File: src/rtl/tagged_slot_allocator_assert.svh
// Assertion macros used by the slot allocator datapath.
`ifndef TAGGED_SLOT_ALLOCATOR_ASSERT_SVH
`define TAGGED_SLOT_ALLOCATOR_ASSERT_SVH

`ifndef SYNTHESIS
// Check that an antecedent implies its consequent on every clock edge out of reset.
`define TSA_ASSERT(label, clk, rst, prop, msg) \
   label: assert property (@(posedge clk) disable iff (rst) prop) else $error(msg);
// Check that a condition never holds out of reset.
`define TSA_NEVER(label, clk, rst, cond, msg) \
   label: assert property (@(posedge clk) disable iff (rst) !(cond)) else $error(msg);
`else
`define TSA_ASSERT(label, clk, rst, prop, msg)
`define TSA_NEVER(label, clk, rst, cond, msg)
`endif

`endif

File: src/rtl/tsa_pkg.sv
// Shared constants, codes and types of the slot allocator.
package tsa_pkg;

   localparam int SLOTS  = 64;
   localparam int IDX_W  = $clog2(SLOTS);
   localparam int SIU_W  = 7;
   localparam int ID_W   = 64;
   localparam int DATA_W = 32;
   localparam int OFF_W  = 44;
   localparam int PROD_W = DATA_W + IDX_W;
   localparam int ADDR_W = 5;
   localparam int REG_W  = 3;

   localparam logic [1:0] ST_OK        = 2'd0;
   localparam logic [1:0] ST_INVALID   = 2'd1;
   localparam logic [1:0] ST_FULL      = 2'd2;
   localparam logic [1:0] ST_NOT_FOUND = 2'd3;

   localparam logic CMD_STORE   = 1'b0;
   localparam logic CMD_RELEASE = 1'b1;

   localparam logic [REG_W-1:0] REG_SLOTS   = 3'd0;
   localparam logic [REG_W-1:0] REG_MAX     = 3'd1;
   localparam logic [REG_W-1:0] REG_FIXED   = 3'd2;
   localparam logic [REG_W-1:0] REG_BASE    = 3'd3;
   localparam logic [REG_W-1:0] REG_PITCH   = 3'd4;

   localparam logic [ID_W-1:0] ID_FIRST = 64'd1;

   typedef struct packed {
      logic [SIU_W-1:0]  slots_in_use;
      logic [DATA_W-1:0] max_payload;
      logic              fixed_mode;
      logic [DATA_W-1:0] payload_base;
      logic [DATA_W-1:0] slot_pitch;
   } cfg_type;

   typedef struct packed {
      logic capture;
      logic scan;
      logic pick;
      logic commit;
      logic finish;
   } ctrl_cmd_type;

endpackage

File: src/rtl/tsa_csr.sv
// APB register file holding the pool configuration.
module tsa_csr
   import tsa_pkg::*;
(
   input  logic              clock,
   input  logic              reset,
   input  logic              psel,
   input  logic              penable,
   input  logic              pwrite,
   input  logic [ADDR_W-1:0] paddr,
   input  logic [DATA_W-1:0] pwdata,
   output logic [DATA_W-1:0] prdata,
   output logic              pready,
   output cfg_type           cfg,
   output logic              pool_clear
);

   cfg_type          cfg_ff, cfg_in;
   logic             wr_en;
   logic [REG_W-1:0] reg_sel;

   assign pready  = 1'b1;
   assign wr_en   = psel & penable & pwrite;
   assign reg_sel = paddr[ADDR_W-1:2];

   always_comb begin
      cfg_in     = cfg_ff;
      pool_clear = 1'b0;
      if (wr_en) begin
         pool_clear = 1'b1;
         case (reg_sel)
            REG_SLOTS: cfg_in.slots_in_use = pwdata[SIU_W-1:0];
            REG_MAX:   cfg_in.max_payload  = pwdata;
            REG_FIXED: cfg_in.fixed_mode   = pwdata[0];
            REG_BASE:  cfg_in.payload_base = pwdata;
            REG_PITCH: cfg_in.slot_pitch   = pwdata;
            default:   pool_clear = 1'b0;
         endcase
      end
   end

   always_ff @(posedge clock) begin
      if (reset) begin
         cfg_ff <= '{slots_in_use: '0, max_payload: '0, fixed_mode: 1'b1,
                     payload_base: '0, slot_pitch: '0};
      end else begin
         cfg_ff <= cfg_in;
      end
   end

   always_comb begin
      case (reg_sel)
         REG_SLOTS: prdata = DATA_W'(cfg_ff.slots_in_use);
         REG_MAX:   prdata = cfg_ff.max_payload;
         REG_FIXED: prdata = DATA_W'(cfg_ff.fixed_mode);
         REG_BASE:  prdata = cfg_ff.payload_base;
         REG_PITCH: prdata = cfg_ff.slot_pitch;
         default:   prdata = '0;
      endcase
   end

   assign cfg = cfg_ff;

endmodule

File: config.mk
export PLATFORM = sky130hd
export DESIGN_NAME = tsa_csr
export DESIGN_NICKNAME = d
export VERILOG_FILES = /design/src/rtl/tagged_slot_allocator_assert.svh /design/src/rtl/tsa_pkg.sv /design/src/rtl/tsa_csr.sv
export SDC_FILE = /design/constraint.sdc
export NUM_CORES = 1
export LEC_CHECK = 0
export BUFFER_PORTS_ARGS = -buffer_cell sky130_fd_sc_hd__buf_2
export CELL_PAD_IN_SITES_DETAIL_PLACEMENT = 1
export CELL_PAD_IN_SITES_GLOBAL_PLACEMENT = 1
export CORE_ASPECT_RATIO = 1.1
export CORE_MARGIN = 2
export CORE_UTILIZATION = 36
export CTS_CLUSTER_SIZE = 14
export DETAILED_ROUTE_END_ITERATION = 8
export PLACE_DENSITY = 0.89
export SLEW_MARGIN = 15
export SYNTH_ARGS = -nofsm -noshare
export SYNTH_HDL_FRONTEND = slang
export SYNTH_SLANG_ARGS = --single-unit
File: constraint.sdc
create_clock -name clock -period 1.8 [get_ports clock]
set_input_delay 0.36 -clock clock [delete_from_list [all_inputs] [get_ports clock]]
set_output_delay 0.36 -clock clock [all_outputs]
set_load 0.02 [all_outputs]
### After elaboration in Yosys (flattened, before gate mapping)

Index checks and enable logic that the tools add are counted.

* equal/unequal tests: 4
* multiplexer cells: 3
* bitwise gates (word level): 2
* reductions and logical operators: 7

Operators with widths (number)
* 32-bit one-hot mux with 5 select lines: 1
* 2-bit AND reduction: 5
* 3-bit by 2-bit == test with 1-bit output, second input constant: 2
* 5-bit OR reduction: 1
* 3-bit by 1-bit == test with 1-bit output, second input constant: 1
* 3-bit == test, second input constant: 1
* 3-bit zero test: 1
* 1-bit AND: 2
* 1-bit two-way mux: 2

* bits in registers: 104
* input bits: 42
* output and inout port bits: 138
* word-level logic and storage cells: 21

### Logic depth before layout (Yosys ltp)

Gate-level depths: netlist of the first run.

* depth in word-level cells: 4
* mapped depth: 6
* gate-level depth less buffers: 3

### Worst setup path before layout of the first run

OpenSTA, ideal clock, no wires.

* kind: input to output
* start point: input port paddr[2]
* end point: output port prdata[10]
* arrival time: 1.404 ns
* data required time: 1.440 ns
* slack: 0.036 ns
* cell stages on the path: 5
* path buffers: 2
* cells stage by stage: buf_2 nor3b_1 clkbuf_1 nand2_1 o21ai_0

* word-level cells in the longest chain between the ends: 2
* elaborated cells between the ends (all ways): 6
* those cells by class: 4 x eq/ne; 1 x mux; 1 x reduce/logical

Ends and longest elaborated chain
* from (decl): line tsa_csr.sv:10 `input logic [ADDR_W-1:0] paddr,`
* 3-bit == test, or another cell as far along: line tsa_csr.sv:52 `case (reg_sel)`
* 32-bit one-hot mux with 5 select lines (*): line tsa_csr.sv:52
* to (decl): line tsa_csr.sv:12 `output logic [DATA_W-1:0] prdata,`

Mark *: on every way between the ends. The rest lies on a longest branch, timed or not.

### Final worst setup path of the first run

* start point: input port paddr[3]
* end point: output port prdata[2]

Same word-level chain as after synthesis.

==> flow_summary.ini, run 1 <==
[logic_synthesis]
syn-num-nets = 625
ys.flop_type = dfxtp_1
seq_area_frac_synth = 0.4165
ys_types = 26
syn_avg_cell_area_um2 = 8.574
yosysTopAreaCellShare = 0.4165
synth_area_leaders = dfxtp_1, mux2i_1, o21ai_0
synth-edff-count = 0
synthArstFlopShare = 0
synth_common_cells = o21ai_0, dfxtp_1, nand2b_1
ys_warn_count = 0
synth_top_area_cell = dfxtp_1
syn_inst = 583
synth-seq-cells = 104
synth.most_common_cell = o21ai_0
mappedNetlistArea_um2 = 4999

[clock_network]
cts.sinks = 104
cts-root-buf = clkbuf_16
cts_hold_buf = 0
numCtsBuffers = 9
cts.path.max_buffers = 2
cts_htree_levels = 3
clk_latency_ns = 0.33
clk_pin_slew_ns = 0.07
cts_tree = done

[worst_setup_path]
reg2reg_from = cfg[36]$_SDFFE_PP0P_
path_cells = buf_2 > nor3b_4 > buf_6 > nand2_1 > o211ai_1 > buf_2
cp_max_fo = 14
cpPeakStageDelay_ns = 0.25
cpMostUsedCell = buf_2
critPathKind = in -> out
cp_num_buf_inv = 3
critical-path-top-delay-family = buffers and inverters
crit_slowest_cell = nor3b_4
worstRegToRegCells = 3
worstPathArrival_ns = 1.35
cp-start-kind = input port
worst_setup_path_end_kind = primary output
required_ns = 1.44
cp.depth = 6
crit_start = paddr[3]

[global_route]
track_usage = 0.2100
grt_first_pass_wirelength_um = 24790
grt_pass1_vias = 4857
grt_max_degree = 84
grt_overflow = 0
antenna_found_initial = 2

[sta]
period_needed_ns = 1.710
finalHoldViolCount = 0
rsz0062_at_grt = no
timing.final.ws_setup_ns = 0.09014
fmax_ghz = 0.5848
worstMarginPinSlew_ns = 0.6588
maxSlewViolCount = 0
clock_skew_ns = 0
setup_viol = 0
fin_crit_sh = 0.9499
slew_headroom = 0.5608

[detailed_routing]
drt-initial-drc-count = 205
drc = 0
routed-via-count = 4749
wl_per_cell_um = 16.82
antenna_left = 0
wl_um = 15710
via_per_inst = 5.085
dr.pass1.iters = 4

[finish]
largest_register_ffs = 104
stdcell_count = 934
area_growth_pct = 27.21
n_fill_cell = 1704
finish.net_count = 781
layout-drive-gt1-share = 0.2876

[placed_design]
place_inst = 916
pre_cts_ws_ns = -0.007308
port_buffers = 176
gp_congestion = 0.7513
dp_hpwl_um = 11380

[die]
die_h_um = 127.6
initial_core_util = 0.3653
io_pins = 180
dieArea_um2 = 14840
core-area_um2 = 13680
core.rowCount = 45
die_x_um = 116.4

[job]
max_cap_violations = 0

[worst_hold_path]
hp-class = in -> reg
whs_path_depth = 3
hp-start = pwdata[0]

[power]
power.static_leakage_nw = 3.064
p_per_area_nw_per_um2 = 709.9
vdd_drop_max_mv = 0.3204

[status]
status = complete, no violations
-- area by class of cell --
type	instances	area, um2	area share
clock inverters	4	20.02	0.003148
clock buffers	12	246.5	0.03876
repair buffers	198	1081	0.1700
well taps	188	235.2	0.03699
diodes	2	5.005	0.0007871
multi-input cells	426	2689	0.4229
flip-flops and latches	104	2082	0.3274
-- final timing paths --
check / end / slack (ns)
worst max-delay path: prdata[2] / 0.09
worst min-delay path: cfg[64]$_SDFFE_PP1P_ / 0.32
worst max register to register: cfg[36]$_SDFFE_PP0P_ / 1.00
worst min register to register: cfg[18]$_SDFFE_PP0P_ / 0.49
-- what timing repair did --
action,4_1_cts,5_1_grt
setup buffers,0,0
gates resized for setup,0,3
setup endpoints to repair,0,16
-- layer usage --
| layer | global-route usage | vias to the layer above | wire (um) | share of wire |
|---|---|---|---|---|
| met5 | 0 | - | 0 | 0 |
| met4 | 0.07773 | 0 | 338 | 0.022 |
| met3 | 0.02657 | 22 | 547 | 0.035 |
| met2 | 0.3765 | 125 | 8114 | 0.52 |
| met1 | 0.2539 | 2317 | 6705 | 0.43 |
| li1 | - | 2285 | - | - |
-- worst min-delay path: stages --
cell	delay, ns
buf_2	0.09
nor2_1	0.04
mux2i_1	0.12
-- per-stage QoR --
step                  util  cell area [um2]  hold WS, ns  setup TNS, ns  power (W)
detailed placement  0.4439             6073       0.4858       -0.01205   0.002772
global placement    0.4439             6073       0.4747              0   0.002764
finish              0.4647             6359       0.3179              0   0.004514
CTS                 0.4634             6340       0.3148              0   0.004562
global route        0.4647             6359       0.3129              0   0.004697
floorplan                -             4999       0.5272              0   0.002613
-- report_power, final --
part,leakage [nW],switching [W],internal [W]
clock,0.136,0.000824,0.000969
combinational,2.09,0.000242,0.000149
sequential,0.838,0.0000137,0.00232
total,3.06,0.00108,0.00343
-- cell families after synthesis --
group,after synthesis,synth area share
flops,104,0.4165
buf+inv,53,0.04781
compound gates,163,0.1675
mux,73,0.1462
simple gates,189,0.2213
other cells,1,0.0007502
-- cell usage in the layout (no fill, tap or decap), types with 2 or more instances in the layout --
| cell type | count |
|---|---|
| buf_2 | 175 |
| o21ai_0 | 145 |
| dfxtp_1 | 104 |
| nand2b_1 | 74 |
| mux2i_1 | 73 |
| nor2b_1 | 64 |
| nand2_1 | 32 |
| buf_4 | 19 |
| o21ai_1 | 9 |
| clkbuf_16 | 9 |
| nand3b_1 | 7 |
| o211ai_1 | 6 |
| clkinv_2 | 4 |
| nor2_1 | 3 |
| diode_2 | 2 |
| or2_1 | 2 |
| o21a_1 | 2 |
| clkbuf_1 | 2 |
| buf_6 | 2 |
| buf_12 | 2 |
No activity file was read; power rests on OpenSTA's default activity.
==> run 2: changes to the inputs <==
--- a/config.mk
+++ b/config.mk
@@ -14,6 +14,7 @@
 export CTS_CLUSTER_SIZE = 14
 export DETAILED_ROUTE_END_ITERATION = 8
 export PLACE_DENSITY = 0.89
+export REMOVE_ABC_BUFFERS = 1
 export SLEW_MARGIN = 15
 export SYNTH_ARGS = -nofsm -noshare
 export SYNTH_HDL_FRONTEND = slang
==> flow_summary.ini, run 2 (synthesized netlist as in run 1, its figures left out) <==
[clock_network]
clk_pin_slew_ns = 0.07
clk_latency_ns = 0.34
cts_hold_buf = 0
numCtsBuffers = 9
cts_setup_buffers = 0
cts-root-buf = clkbuf_16
cts_htree_levels = 3
cts.sinks = 104
cts_tree = done
cts.path.max_buffers = 2

[detailed_routing]
antenna_left = 0
drc = 0
drt-initial-drc-count = 273
via_per_inst = 5.079
wl_um = 15940
routed-via-count = 4774
dr.pass1.iters = 4
wl_per_cell_um = 16.96

[die]
die_h_um = 127.6
dieArea_um2 = 14840
initial_core_util = 0.3653
io_pins = 180
core-area_um2 = 13680
die_x_um = 116.4
core.rowCount = 45

[worst_setup_path]
required_ns = 1.44
worst_setup_path_end_kind = primary output
cp-start-kind = input port
cpMostUsedCell = buf_2
worstPathArrival_ns = 1.38
cpPeakStageDelay_ns = 0.28
path_cells = buf_2 > nor3b_4 > buf_12 > nand2_1 > o211ai_1 > buf_2
crit_slowest_cell = nor3b_4
cp_max_fo = 23
critPathKind = in -> out

[sta]
setup_viol = 0
finalHoldViolCount = 0
rsz0062_at_grt = yes
clock_skew_ns = 0
fin_crit_sh = 0.9674
fmax_ghz = 0.5743
maxSlewViolCount = 0
period_needed_ns = 1.741

[finish]
multi_input_area_um2 = 2690
layout-drive-gt1-share = 0.2979
layout_commonest_cell = buf_2
final_cell_mix = buf_2, o21ai_0, dfxtp_1
largest_register_ffs = 104
area_growth_pct = 29.44
seqCellArea_um2 = 2082
finish.net_count = 790
n_antenna_cell = 0
n_fill_cell = 1713
stdcell_count = 940
fin_util = 0.4729

[global_route]
grt_pass1_vias = 4755
grt_first_pass_wirelength_um = 25160
antenna_found_initial = 0
grt_overflow = 0
grt_max_degree = 51
track_usage = 0.2165

[power]
p_per_area_nw_per_um2 = 702.0
vdd_drop_max_mv = 0.3579
power.static_leakage_nw = 3.105
total_power_w = 0.004542

[job]
max_cap_violations = 0

[placed_design]
dp_hpwl_um = 11450
place_inst = 925
port_buffers = 176
gp_congestion = 0.7378

[status]
status = complete, no violations

[worst_hold_path]
hp-class = in -> reg
==> run 2: cell types whose count changed in the layout (fill, tap and decap cells not counted) <==
| cell | delta |
|---|---|
| o21ai_0 | -2 |
| o21ai_1 | +2 |
| and2_2 | +1 |
| buf_12 | +4 |
| clkbuf_1 | -1 |
| clkinv_2 | -3 |
| buf_6 | -2 |
| clkbuf_8 | -1 |
| clkinvlp_4 | +4 |
| buf_2 | -3 |
| diode_2 | -2 |
| buf_4 | +10 |
| and2_1 | -1 |
==> run 2: through the flow <==
| stage | hold WS, ns | area, um2 | setup slack [ns] | TNS, ns |
|---|---|---|---|---|
| after floorplan | 0.5162 | 4760 | -1.016 | -82.73 |
| after global placement | 0.4742 | 6191 | 0.04011 | 0 |
| after detailed placement | 0.4861 | 6191 | -0.01467 | -0.01467 |
| after CTS | 0.3029 | 6462 | 0.02843 | 0 |
| after global routing | 0.3105 | 6470 | -0.006809 | -0.009827 |
| final | 0.3060 | 6470 | 0.05873 | 0 |
==> run 2: layout make-up <==
| class | count | area share |
|---|---|---|
| multi-input cells | 426 | 0.4158 |
| flip-flops and latches | 104 | 0.3218 |
| repair buffers | 207 | 0.1853 |
| well taps | 188 | 0.03636 |
| clock buffers | 10 | 0.03539 |
| clock inverters | 5 | 0.005415 |
==> run 2: final timing paths <==
check | end | slack [ns] | cells after the start | startpoint
worst max register to register | cfg[87]$_SDFFE_PP0P_ | 0.98 | 3 | cfg[87]$_SDFFE_PP0P_
worst min register to register | cfg[14]$_SDFFE_PP0P_ | 0.50 | 2 | cfg[14]$_SDFFE_PP0P_
worst min-delay path | cfg[7]$_SDFFE_PP0P_ | 0.31 | 3 | pwdata[7]
worst max-delay path | prdata[5] | 0.06 | 6 | paddr[3]
==> run 2: critical path: cells and delay by family <==
family                 cells  cell delay (ns)
AO/OA/AOI/OAI              1             0.08
buffers and inverters      3             0.57
AND/OR/NAND/NOR            2             0.37
==> run 2: power by group <==
part           total, W  switching, W  internal, W
clock network   0.00180      0.000872     0.000928
registers       0.00233     0.0000136      0.00232
logic          0.000411      0.000247     0.000164
total           0.00454       0.00113      0.00341
==> run 2: what timing repair did <==
item,4_1_cts,5_1_grt
setup endpoints to repair,1,5
hold endpoints to repair,0,0
gates resized for setup,2,5
==> run 2: layer usage <==
layer / GRT usage / up-vias / wire length, um
met1: 0.2733 / 2334 / 7069
met3: 0.04127 / 16 / 686
met2: 0.3752 / 114 / 7965
met5: 0 / - / 0
li1: - / 2310 / -
met4: 0.05882 / 0 / 216
