File: config.mk
export PLATFORM = sky130hd
export DESIGN_NAME = tsa_ctrl
export DESIGN_NICKNAME = d
export VERILOG_FILES = /design/src/rtl/tagged_slot_allocator_assert.svh /design/src/rtl/tsa_pkg.sv /design/src/rtl/tsa_ctrl.sv
export SDC_FILE = /design/constraint.sdc
export NUM_CORES = 1
export LEC_CHECK = 0
export ABC_AREA = 1
export BUFFER_PORTS_ARGS = -buffer_cell sky130_fd_sc_hd__buf_4
export CAP_MARGIN = 20
export CORE_AREA = 2 2 39 41
export CTS_BUF_LIST = sky130_fd_sc_hd__clkbuf_16
export CTS_CLUSTER_DIAMETER = 60
export DETAILED_ROUTE_END_ITERATION = 6
export DIE_AREA = 0 0 41 43
export GPL_TIMING_DRIVEN = 0
export PLACE_DENSITY_LB_ADDON = 0.3
export SLEW_MARGIN = 20
export SYNTH_ARGS = -nofsm -noshare
export SYNTH_HDL_FRONTEND = slang
export SYNTH_SLANG_ARGS = --single-unit
File: constraint.sdc
create_clock -name clock -period 0.8 [get_ports clock]
set_input_delay 0.04 -clock clock [delete_from_list [all_inputs] [get_ports clock]]
set_output_delay 0.04 -clock clock [all_outputs]
set_load 0.02 [all_outputs]
File: src/rtl/tagged_slot_allocator_assert.svh
// Assertion macros used by the slot allocator datapath.
`ifndef TAGGED_SLOT_ALLOCATOR_ASSERT_SVH
`define TAGGED_SLOT_ALLOCATOR_ASSERT_SVH

`ifndef SYNTHESIS
// Check that an antecedent implies its consequent on every clock edge out of reset.
`define TSA_ASSERT(label, clk, rst, prop, msg) \
   label: assert property (@(posedge clk) disable iff (rst) prop) else $error(msg);
// Check that a condition never holds out of reset.
`define TSA_NEVER(label, clk, rst, cond, msg) \
   label: assert property (@(posedge clk) disable iff (rst) !(cond)) else $error(msg);
`else
`define TSA_ASSERT(label, clk, rst, prop, msg)
`define TSA_NEVER(label, clk, rst, cond, msg)
`endif

`endif

File: src/rtl/tsa_pkg.sv
// Shared constants, codes and types of the slot allocator.
package tsa_pkg;

   localparam int SLOTS  = 64;
   localparam int IDX_W  = $clog2(SLOTS);
   localparam int SIU_W  = 7;
   localparam int ID_W   = 64;
   localparam int DATA_W = 32;
   localparam int OFF_W  = 44;
   localparam int PROD_W = DATA_W + IDX_W;
   localparam int ADDR_W = 5;
   localparam int REG_W  = 3;

   localparam logic [1:0] ST_OK        = 2'd0;
   localparam logic [1:0] ST_INVALID   = 2'd1;
   localparam logic [1:0] ST_FULL      = 2'd2;
   localparam logic [1:0] ST_NOT_FOUND = 2'd3;

   localparam logic CMD_STORE   = 1'b0;
   localparam logic CMD_RELEASE = 1'b1;

   localparam logic [REG_W-1:0] REG_SLOTS   = 3'd0;
   localparam logic [REG_W-1:0] REG_MAX     = 3'd1;
   localparam logic [REG_W-1:0] REG_FIXED   = 3'd2;
   localparam logic [REG_W-1:0] REG_BASE    = 3'd3;
   localparam logic [REG_W-1:0] REG_PITCH   = 3'd4;

   localparam logic [ID_W-1:0] ID_FIRST = 64'd1;

   typedef struct packed {
      logic [SIU_W-1:0]  slots_in_use;
      logic [DATA_W-1:0] max_payload;
      logic              fixed_mode;
      logic [DATA_W-1:0] payload_base;
      logic [DATA_W-1:0] slot_pitch;
   } cfg_type;

   typedef struct packed {
      logic capture;
      logic scan;
      logic pick;
      logic commit;
      logic finish;
   } ctrl_cmd_type;

endpackage

File: src/rtl/tsa_ctrl.sv
// Sequencer that steps one request through scan, pick, commit and finish.
module tsa_ctrl
   import tsa_pkg::*;
(
   input  logic         clock,
   input  logic         reset,
   input  logic         start,
   output logic         busy,
   output ctrl_cmd_type cmd
);

   localparam logic [2:0] S_IDLE   = 3'd0;
   localparam logic [2:0] S_SCAN   = 3'd1;
   localparam logic [2:0] S_PICK   = 3'd2;
   localparam logic [2:0] S_COMMIT = 3'd3;
   localparam logic [2:0] S_FINISH = 3'd4;

   logic [2:0] state_ff, state_in;

   always_comb begin
      case (state_ff)
         S_IDLE:   state_in = start ? S_SCAN : S_IDLE;
         S_SCAN:   state_in = S_PICK;
         S_PICK:   state_in = S_COMMIT;
         S_COMMIT: state_in = S_FINISH;
         S_FINISH: state_in = S_IDLE;
         default:  state_in = S_IDLE;
      endcase
   end

   always_ff @(posedge clock) begin
      if (reset) begin
         state_ff <= S_IDLE;
      end else begin
         state_ff <= state_in;
      end
   end

   assign busy        = (state_ff != S_IDLE);
   assign cmd.capture = start & (state_ff == S_IDLE);
   assign cmd.scan    = (state_ff == S_SCAN);
   assign cmd.pick    = (state_ff == S_PICK);
   assign cmd.commit  = (state_ff == S_COMMIT);
   assign cmd.finish  = (state_ff == S_FINISH);

endmodule

# --- After elaboration in Yosys (flattened, before gate mapping) ---
# Cells that the tools add are included.
op_classes:
  eq_ne: 4
  n_mux: 2
  bitwise: 1
  reduce_logical: 2
op_table:
  columns: ["cell", "count"]
  rows:
  - ["3-bit one-hot mux with 4 select lines", 1]
  - ["3-bit by 2-bit == test with 1-bit output, second input constant", 2]
  - ["3-bit by 1-bit == test with 1-bit output, second input constant", 1]
  - ["3-bit == test, second input constant", 1]
  - ["3-bit zero test", 1]
  - ["3-bit nonzero test", 1]
  - ["1-bit AND", 1]
  - ["1-bit 2-to-1 mux", 1]
word_totals:
  reg_bits: 3
  in_bits: 3

# --- Depth between registers and ports, before layout ---
# Gate-level depths: netlist of run 1.
depth:
  ltp_word: 2
  mapped_depth: 3

# --- Worst setup path before layout of run 1 ---
# No wires, ideal clock.
synth_timing:
  path_type: "register to output"
  start: "register state_ff[1]"
  end: "output port cmd[0] in the netlist's numbering"
  t_arrival_ns: 0.852
  n_path_buf: 0
  stages_incl_launch_ff: 2
  setup_slack_ns: -0.092
  path_cell_list: "dfxtp_1 > nor3_1"
synth_rtl:
  columns: ["item", "line", "text"]
  rows:
  - ["start: declaration", "tsa_ctrl.sv:18", "logic [2:0] state_ff, state_in;"]
  - ["start signal: assignment", "tsa_ctrl.sv:35", "state_ff <= state_in;"]
  - ["end: declaration", "tsa_ctrl.sv:9", "output ctrl_cmd_type cmd"]

==> flow_metrics.env, run 1 <==
export IMPL_status="finished with violations"
export IMPL_failed_checks="setup timing"
export IMPL_synthesis_nets=23
export IMPL_via_per_inst=3.47
export IMPL_fillCellCount=161
export IMPL_drv_slew=0
export IMPL_netSwitchingFraction_pct=23.2
export IMPL_netlist_top_cells_count="inv_1, dfxtp_1"
export IMPL_drive_gt1_share_pct=83.8
export IMPL_grt_usage_pct=8.02
export IMPL_drt_pass1_iterations=1
export IMPL_worst_slack_ns=-0.192
export IMPL_synth_seq_area_share_pct=39.3
export IMPL_max_freq_ghz=1.01
export IMPL_avgSynthCellArea_um2=7.63
export IMPL_insertion_delay_ns=0.22
export IMPL_reg_top3="state_ff (3)"
export IMPL_synthFlopType="dfxtp_1"
export IMPL_endpoint_kind="output port"
export IMPL_route_detailed_drc=0
export IMPL_nets=41
export IMPL_synth_top_cell_area_share_pct=39.3
export IMPL_cts_buffers=3
export IMPL_finalHoldViolations=0
export IMPL_crit_required_ns=0.76
export IMPL_grt_pass1_wl_um=841
export IMPL_tns_ns=-1.25
export IMPL_core_area_mm2=0.00138
export IMPL_area_growth_syn_to_layout_pct=166
export IMPL_ir_worst_vdd_mv=1.38
export IMPL_gp_congestion=0.725
export IMPL_clkPwrFrac_pct=63.8
export IMPL_drtAntennaViolNets=0
export IMPL_rsz0062_at_grt="yes"
export IMPL_cts_max_level=1
export IMPL_max_slew_margin_pct=91.8
export IMPL_worstSetupStartpointType="flip-flop"
export IMPL_cp_max_fo=4
export IMPL_worst_pin_slew_ns=0.122
export IMPL_ys_ff_latch=3
export IMPL_synth_most_common_cell="inv_1"
export IMPL_fin_area_um2=407
export IMPL_seqPwrFrac_pct=15.9
export IMPL_ios=9
export IMPL_die_w_um=41
export IMPL_criticalPathCategory="flip-flop to output port"
export IMPL_power_frac_comb_pct=20.3
export IMPL_pwr_density_cell_mw_per_mm2=3000
export IMPL_clockRootBuffer="clkbuf_16"
export IMPL_yosys_area_top_type="dfxtp_1"
export IMPL_die_area_mm2=0.00176
export IMPL_fin_crit_sh_pct=124
export IMPL_clock_skew_ns=0.00331
export IMPL_placed_cell_area_um2=238
export IMPL_n_antenna_cell=0
export IMPL_cap_violations=0
export IMPL_drt_iter0_drc=0
export IMPL_holdPathStages=4
export IMPL_post_dp_hpwl_um=271
export IMPL_worstPathArrival_ns=0.95
export IMPL_first_global_vias=217
export IMPL_synth_edf_count=0
export IMPL_grt_max_degree=7
export IMPL_top_register="state_ff"
export IMPL_synth_area_um2=153
export IMPL_p_int_uw=937
export IMPL_p_total_mw=1.22
export IMPL_die_h_um=43
export IMPL_yosysWarnings=0
export IMPL_r2r_cells=5
export IMPL_async_reset_ff_share_pct=0
export IMPL_rows=14
export IMPL_fin_util_pct=29.4
export IMPL_hp_class="input port to flip-flop"
export IMPL_clk_pin_slew_ns=0.03
export IMPL_synthCells=20
export IMPL_routedWlPerCell_um=9.55
export IMPL_portBuffers=8
export IMPL_yosysUniqueCellTypes=10
export IMPL_fin_crit_ns=0.992
export IMPL_clk_path_buf_depth=2
export IMPL_switchingPower_uw=282
export IMPL_place_worst_setup_slack_ns=-0.0437
export IMPL_wl_um=506
export IMPL_grt_overflow=0
export IMPL_synth_area_leaders="dfxtp_1, nand3_2, a21oi_2"
export IMPL_vias=184
export IMPL_start_util_pct=11.0
export IMPL_cts_tree="built"
export IMPL_cts_sinks=3
export IMPL_p_leak_nw=0.191
export IMPL_antenna_found_initial=0
export IMPL_largest_reg_flops=3
export IMPL_finalSetupViolCount=9
-- placed cells by master, fill, tap and decap left out --
cell type	count
a21oi_2	2
buf_4	9
buf_6	3
clkbuf_16	3
dfxtp_2	1
dfxtp_4	2
dlygate4sd3_1	1
inv_1	4
inv_2	2
inv_4	1
nand2_1	1
nand2_2	1
nand3_2	2
nand3_4	1
nor2_2	1
nor2_4	1
nor3_2	2
-- metrics by stage --
step / cells / hold slack, ns
CTS: 52 / 0.179
global placement: 44 / 0.227
global route: 53 / 0.208
floorplan: 20 / 0.102
finish: 53 / 0.190
detailed placement: 44 / 0.228
-- layout make-up --
type,instances,area (µm²),share of cell area [%]
Clock buffer,3,75.1,18.5
Clock inverter,1,3.75,0.923
Inverter,6,25.0,6.15
Multi-Input combinational cell,11,103,25.2
Sequential cell,3,68.8,16.9
Tap cell,16,20.0,4.92
Timing Repair Buffer,13,111,27.4
-- repair_timing --
item | CTS | global route
hold buffers | 1 | 0
resized for setup | 14 | 2
pin swaps | 6 | 1
endpoints found under the setup margin | 6 | 8
endpoints found under the hold margin | 2 | 0
setup buffers | 3 | 1
-- routing by layer --
layer,up-vias,global-route usage [%],part of all wire (%),wire length (µm)
li1,97,-,-,-
met3,0,4.71,8.9,45
met2,8,11.6,56,284
met5,-,0,0,0
met4,0,6.00,0,0
met1,79,8.01,35,176
-- kinds of logic (layout without fill, tap and decap cells) --
group                  Yosys count  after routing  share of synthesized area [%]
AND/OR/NAND/NOR                  9              9                           34.4
AO/OA/AOI/OAI                    2              2                           11.5
buffers and inverters            6             23                           14.8
flip-flops                       3              3                           39.3
-- worst max-delay path, stage by stage, from the launching register on --
cell and delay [ns]:
dfxtp_4 0.35, inv_2 0.10, nand3_4 0.09, inv_1 0.06, buf_4 0.13
-- power groups by stage --
stage          logic, mW  clock network [mW]  registers, mW
2_1_floorplan      0.105                   0          0.182
5_1_grt            0.265               0.809          0.197
3_3_place_gp       0.171                   0          0.185
4_1_cts            0.234               0.788          0.194
6_report           0.248               0.778          0.194
3_5_place_dp       0.171                   0          0.185
-- path summary, 6_finish.rpt --
check | start | to | slack, ns
worst max register to register | state_ff[2]$_SDFF_PP0_ | state_ff[2]$_SDFF_PP0_ | -0.11
worst min-delay path | start | state_ff[0]$_SDFF_PP0_ | 0.19
worst min register to register | state_ff[0]$_SDFF_PP0_ | state_ff[2]$_SDFF_PP0_ | 0.54
worst max-delay path | state_ff[0]$_SDFF_PP0_ | cmd[2] | -0.19
(Power assumes the default switching activity.)
==> run 2, diff against run 1 <==
==> constraint.sdc (replaced) <==
create_clock -name clock -period 1.2 [get_ports clock]
set_input_delay 0.06 -clock clock [delete_from_list [all_inputs] [get_ports clock]]
set_output_delay 0.06 -clock clock [all_outputs]
set_load 0.02 [all_outputs]
==> run 2 against run 1 <==
The flow now finishes without violations. Global-route usage fell by 1.9 points. Via count down 14%. Combinational power down 54%. Clock skew shrank 0.0026 ns. Sequential power down 38%. Core utilization is 6.9 points lower. Largest cell class is now clock cells.
==> flow_metrics.env, run 2 (synthesis gave the netlist of run 1 again) <==
export IMPL_dp_cells=44
export IMPL_worstReg2RegEnd="state_ff[0]$_SDFF_PP0_"
export IMPL_cap_violations=0
export IMPL_worstPathArrival_ns=1.01
export IMPL_clockRootBuffer="clkbuf_16"
export IMPL_ios=9
export IMPL_fin_crit_ns=1.07
export IMPL_grt_pass1_wl_um=621
export IMPL_drtAntennaViolNets=0
export IMPL_cts_tree="built"
export IMPL_reg_top3="state_ff (3)"
export IMPL_die_h_um=43
export IMPL_area_growth_syn_to_layout_pct=104
export IMPL_post_dp_hpwl_um=284
export IMPL_worst_pin_slew_ns=0.197
export IMPL_crit_start="state_ff[1]$_SDFF_PP0_"
export IMPL_max_freq_ghz=0.936
export IMPL_start_util_pct=11.0
export IMPL_rsz0062_at_grt="no"
export IMPL_n_antenna_cell=0
export IMPL_r2r_start="state_ff[1]$_SDFF_PP0_"
export IMPL_clk_path_buf_depth=2
export IMPL_grt_max_degree=7
export IMPL_r2r_cells=3
export IMPL_hp_class="input port to flip-flop"
export IMPL_route_detailed_drc=0
export IMPL_gp_congestion=0.718
export IMPL_cts_resized=0
export IMPL_finalNonFillerCells=48
export IMPL_endpoint_kind="output port"
export IMPL_top_register="state_ff"
export IMPL_placed_cell_area_um2=233
export IMPL_status="finished, final reports clean"
export IMPL_fin_crit_sh_pct=89.0
export IMPL_worstSetupStartpointType="flip-flop"
export IMPL_cts_sinks=3
export IMPL_final_cell_mix="buf_4, inv_1, clkbuf_16, dfxtp_1"
export IMPL_worst_slack_ns=0.132
export IMPL_grt_overflow=0
export IMPL_cts_buffers=3
export IMPL_post_cts_buffers=0
export IMPL_place_worst_setup_slack_ns=0.367
export IMPL_p_total_uw=751
export IMPL_finalHoldViolations=0
export IMPL_first_global_vias=161
export IMPL_antenna_found_initial=0
export IMPL_pwr_density_cell_mw_per_mm2=2410
export IMPL_vias=159
export IMPL_insertion_delay_ns=0.22
export IMPL_fin_area_um2=312
export IMPL_grt_usage_pct=6.11
export IMPL_p_leak_nw=0.162
export IMPL_drt_iter0_drc=0
export IMPL_cp_endpoint="cmd[3]"
export IMPL_clock_skew_ns=0.000742
export IMPL_criticalPathCategory="flip-flop to output port"
export IMPL_drive_gt1_share_pct=56.3
export IMPL_finalSetupViolCount=0
export IMPL_via_per_inst=3.31
export IMPL_nets=36
export IMPL_cp_max_fo=5
export IMPL_cts_hold_buf=0
export IMPL_die_w_um=41
export IMPL_max_slew_margin_pct=86.9
export IMPL_crit_required_ns=1.14
export IMPL_wl_um=374
export IMPL_routedWlPerCell_um=7.79
export IMPL_core_area_mm2=0.00138
export IMPL_clk_pin_slew_ns=0.03
export IMPL_drv_slew=0
export IMPL_cts_max_level=1
export IMPL_tns_ns=0
export IMPL_rrSetupSlack_ns=0.44
export IMPL_drt_pass1_iterations=1
export IMPL_die_area_mm2=0.00176
export IMPL_ir_worst_vdd_mv=0.601
export IMPL_rows=14
export IMPL_layout_commonest_cell="buf_4"
export IMPL_portBuffers=8
export IMPL_largest_reg_flops=3
-- run 2: cell types whose count changed in the layout (fill, tap and decap cells not counted), moves of 2 or more --
cell     previous run  this run
buf_6               3         0
dfxtp_1             0         3
dfxtp_4             2         0
nor3_1              0         2
nor3_2              2         0
-- run 2: worst min-delay path by stage --
| stage | to | slack, ns | cells after the start | start |
|---|---|---|---|---|
| finish | state_ff[1]$_SDFF_PP0_ | 0.03 | 2 | reset |
| global route | state_ff[0]$_SDFF_PP0_ | 0.03 | 2 | reset |
| global placement | state_ff[0]$_SDFF_PP0_ | 0.25 | 2 | reset |
| CTS | state_ff[1]$_SDFF_PP0_ | 0.02 | 2 | reset |
| detailed placement | state_ff[1]$_SDFF_PP0_ | 0.25 | 2 | reset |
| floorplan | state_ff[0]$_SDFF_PP0_ | 0.12 | 1 | reset |
-- run 2: power breakdown --
part / leakage, nW / internal, mW / switching [mW]
combinational: 0.0946 / 0.0479 / 0.0647
clock: 0.0423 / 0.429 / 0.0888
sequential: 0.0246 / 0.109 / 0.0111
total: 0.162 / 0.587 / 0.165
-- run 2: worst max-delay path: stages (launching register included) --
cell and delay, ns:
dfxtp_1 0.41, inv_1 0.06, nand3_1 0.11, inv_1 0.05, buf_4 0.15
-- run 2: cell type report --
type | count | area [µm²]
clock inverter | 1 | 3.75
sequential | 3 | 60.1
timing repair buffer | 8 | 60.1
clock buffer | 3 | 75.1
tap | 16 | 20.0
inverter | 6 | 22.5
fill | 155 | 1070
multi-input combinational | 11 | 70.1
-- run 2: layer usage --
layer | track usage [%] | vias up | part of all wire [%]
li1 | - | 85 | -
met5 | 0 | - | 0
met3 | 4.71 | 0 | 4.0
met4 | 8.00 | 0 | 0
met2 | 7.19 | 5 | 53
met1 | 5.43 | 69 | 43
-- run 2: stage by stage --
| step | hold slack, ns | util [%] |
|---|---|---|
| floorplan | 0.122 | - |
| global placement | 0.248 | 16.8 |
| detailed placement | 0.253 | 16.8 |
| CTS | 0.0204 | 22.5 |
| global route | 0.0257 | 22.5 |
| finish | 0.0267 | 22.5 |
==> run 3, diff against run 2 <==
==> constraint.sdc (replaced) <==
create_clock -name clock -period 1 [get_ports clock]
set_input_delay 0.05 -clock clock [delete_from_list [all_inputs] [get_ports clock]]
set_output_delay 0.05 -clock clock [all_outputs]
set_load 0.02 [all_outputs]
==> run 3 against run 2 <==
Largest power group unchanged. Critical endpoint is now cmd[0]. Clock skew decreased by 0.00066 ns. The run now ends with setup timing left. Register-to-register slack got worse by 0.30 ns. Critical path type unchanged. Flip-flop and latch count unchanged. Via count increased by 16%.
==> flow_metrics.env, run 3 (synthesis gave the netlist of run 1 again) <==
export IMPL_status="finished with violations"
export IMPL_failed_checks="setup timing"
export IMPL_area_growth_syn_to_layout_pct=148
export IMPL_wl_um=430
export IMPL_fin_crit_sh_pct=101
export IMPL_hp_class="input port to flip-flop"
export IMPL_fin_util_pct=27.3
export IMPL_grt_pass1_wl_um=621
export IMPL_routedWlPerCell_um=8.43
export IMPL_rsz0062_at_grt="yes"
export IMPL_cts_tree="built"
export IMPL_cts_buffers=3
export IMPL_max_freq_ghz=0.988
export IMPL_cts_sinks=3
export IMPL_layout_commonest_cell="buf_4"
export IMPL_via_per_inst=3.61
export IMPL_criticalPathCategory="flip-flop to output port"
export IMPL_path_cells="nor3_1, buf_4"
export IMPL_route_detailed_drc=0
export IMPL_slowest_stage="dfxtp_4"
export IMPL_grt_overflow=0
export IMPL_die_h_um=43
export IMPL_die_w_um=41
export IMPL_reg_top3="state_ff (3)"
export IMPL_top_register="state_ff"
export IMPL_cts_hold_buf=0
export IMPL_cp_max_fo=5
export IMPL_drtAntennaViolNets=0
export IMPL_whs_ns=0.00204
export IMPL_nets=39
export IMPL_first_global_vias=166
export IMPL_cts_max_level=1
export IMPL_drv_slew=0
export IMPL_worstPathArrival_ns=0.96
export IMPL_ir_worst_vdd_mv=0.729
export IMPL_drt_iter0_drc=0
export IMPL_final_cell_mix="buf_4, inv_2, clkbuf_16, buf_6"
export IMPL_n_antenna_cell=0
export IMPL_insertion_delay_ns=0.22
export IMPL_drt_pass1_iterations=1
export IMPL_tns_ns=-0.0237
export IMPL_worst_slack_ns=-0.0126
export IMPL_grt_usage_pct=6.11
export IMPL_rows=14
export IMPL_start_util_pct=11.0
export IMPL_post_dp_hpwl_um=284
export IMPL_vias=184
export IMPL_fillCellCount=156
export IMPL_worst_pin_slew_ns=0.178
export IMPL_drive_gt1_share_pct=82.9
export IMPL_clk_path_buf_depth=2
export IMPL_p_leak_nw=0.177
export IMPL_fin_crit_ns=1.01
export IMPL_crit_required_ns=0.95
export IMPL_clk_pin_slew_ns=0.03
export IMPL_cap_violations=0
export IMPL_core_area_mm2=0.00138
export IMPL_finalSetupViolCount=2
export IMPL_grt_max_degree=7
export IMPL_largest_reg_flops=3
export IMPL_place_worst_setup_slack_ns=0.177
export IMPL_p_total_uw=959
export IMPL_die_area_mm2=0.00176
export IMPL_clockRootBuffer="clkbuf_16"
export IMPL_finalHoldViolations=0
export IMPL_portBuffers=8
export IMPL_max_slew_margin_pct=88.0
export IMPL_antenna_found_initial=0
export IMPL_pwr_density_cell_mw_per_mm2=2540
export IMPL_gp_congestion=0.718
export IMPL_worstSetupStartpointType="flip-flop"
export IMPL_endpoint_kind="output port"
export IMPL_slowest_delay_ns=0.36
export IMPL_ios=9
export IMPL_clock_skew_ns=0.0000826
==> run 3: cell types whose count changed in the layout (fill, tap and decap cells not counted) <==
| cell | previous run | this run |
|---|---|---|
| buf_6 | 0 | 3 |
| dfxtp_1 | 3 | 1 |
| dfxtp_4 | 0 | 2 |
| inv_1 | 5 | 2 |
| inv_2 | 2 | 4 |
| inv_4 | 0 | 1 |
| nand2_1 | 2 | 1 |
| nand2_2 | 0 | 1 |
| nand3_1 | 1 | 0 |
| nand3_4 | 0 | 1 |
| nor2_1 | 1 | 0 |
| nor2_4 | 0 | 1 |
==> run 3: report_power, final <==
part           total [mW]  leakage (nW)  switching [mW]  internal (mW)
logic               0.181         0.109          0.0919         0.0892
registers           0.154        0.0259          0.0211          0.133
clock network       0.624        0.0423           0.108          0.515
==> run 3: final timing paths <==
| check | endpoint | startpoint | slack, ns | cells past startpoint |
|---|---|---|---|---|
| max | cmd[0] | state_ff[1]$_SDFF_PP0_ | -0.01 | 2 |
| min | state_ff[1]$_SDFF_PP0_ | reset | 0.002 | 2 |
| max reg2reg | state_ff[0]$_SDFF_PP0_ | state_ff[0]$_SDFF_PP0_ | 0.14 | 4 |
| min reg2reg | state_ff[2]$_SDFF_PP0_ | state_ff[0]$_SDFF_PP0_ | 0.53 | 2 |
==> run 3: final cells by class <==
type	count	area (µm²)	share of cell area [%]
clock inverter	1	3.75	0.993
tap	16	20.0	5.30
multi-input combinational	11	92.6	24.5
inverter	6	25.0	6.62
sequential	3	67.6	17.9
timing repair buffer	11	93.8	24.8
clock buffer	3	75.1	19.9
==> run 3: timing repair <==
item,in CTS,in global routing
gates resized for setup,6,10
buffers inserted,0,3
endpoints found under the setup margin,4,5
pin swaps,2,3
==> run 3: per-layer routing <==
metal	vias up	global-route usage, %	routed length (µm)
li1	90	-	-
met1	85	5.43	151
met2	7	7.19	241
met3	2	4.71	26
met4	0	8.00	11
met5	-	0	0
==> run 3: metrics by stage <==
step / area [µm²] / std cells
final: 378 / 51
after detailed placement: 233 / 44
after floorplan: 153 / 20
after global placement: 233 / 44
after global routing: 378 / 51
after CTS: 328 / 48
==> run 3: critical path, delay by kind of cell (launching register included) <==
family | cells | cell delay, ns
DFF | 1 | 0.36
and+or+nand+nor | 1 | 0.21
buffers and inverters | 1 | 0.17
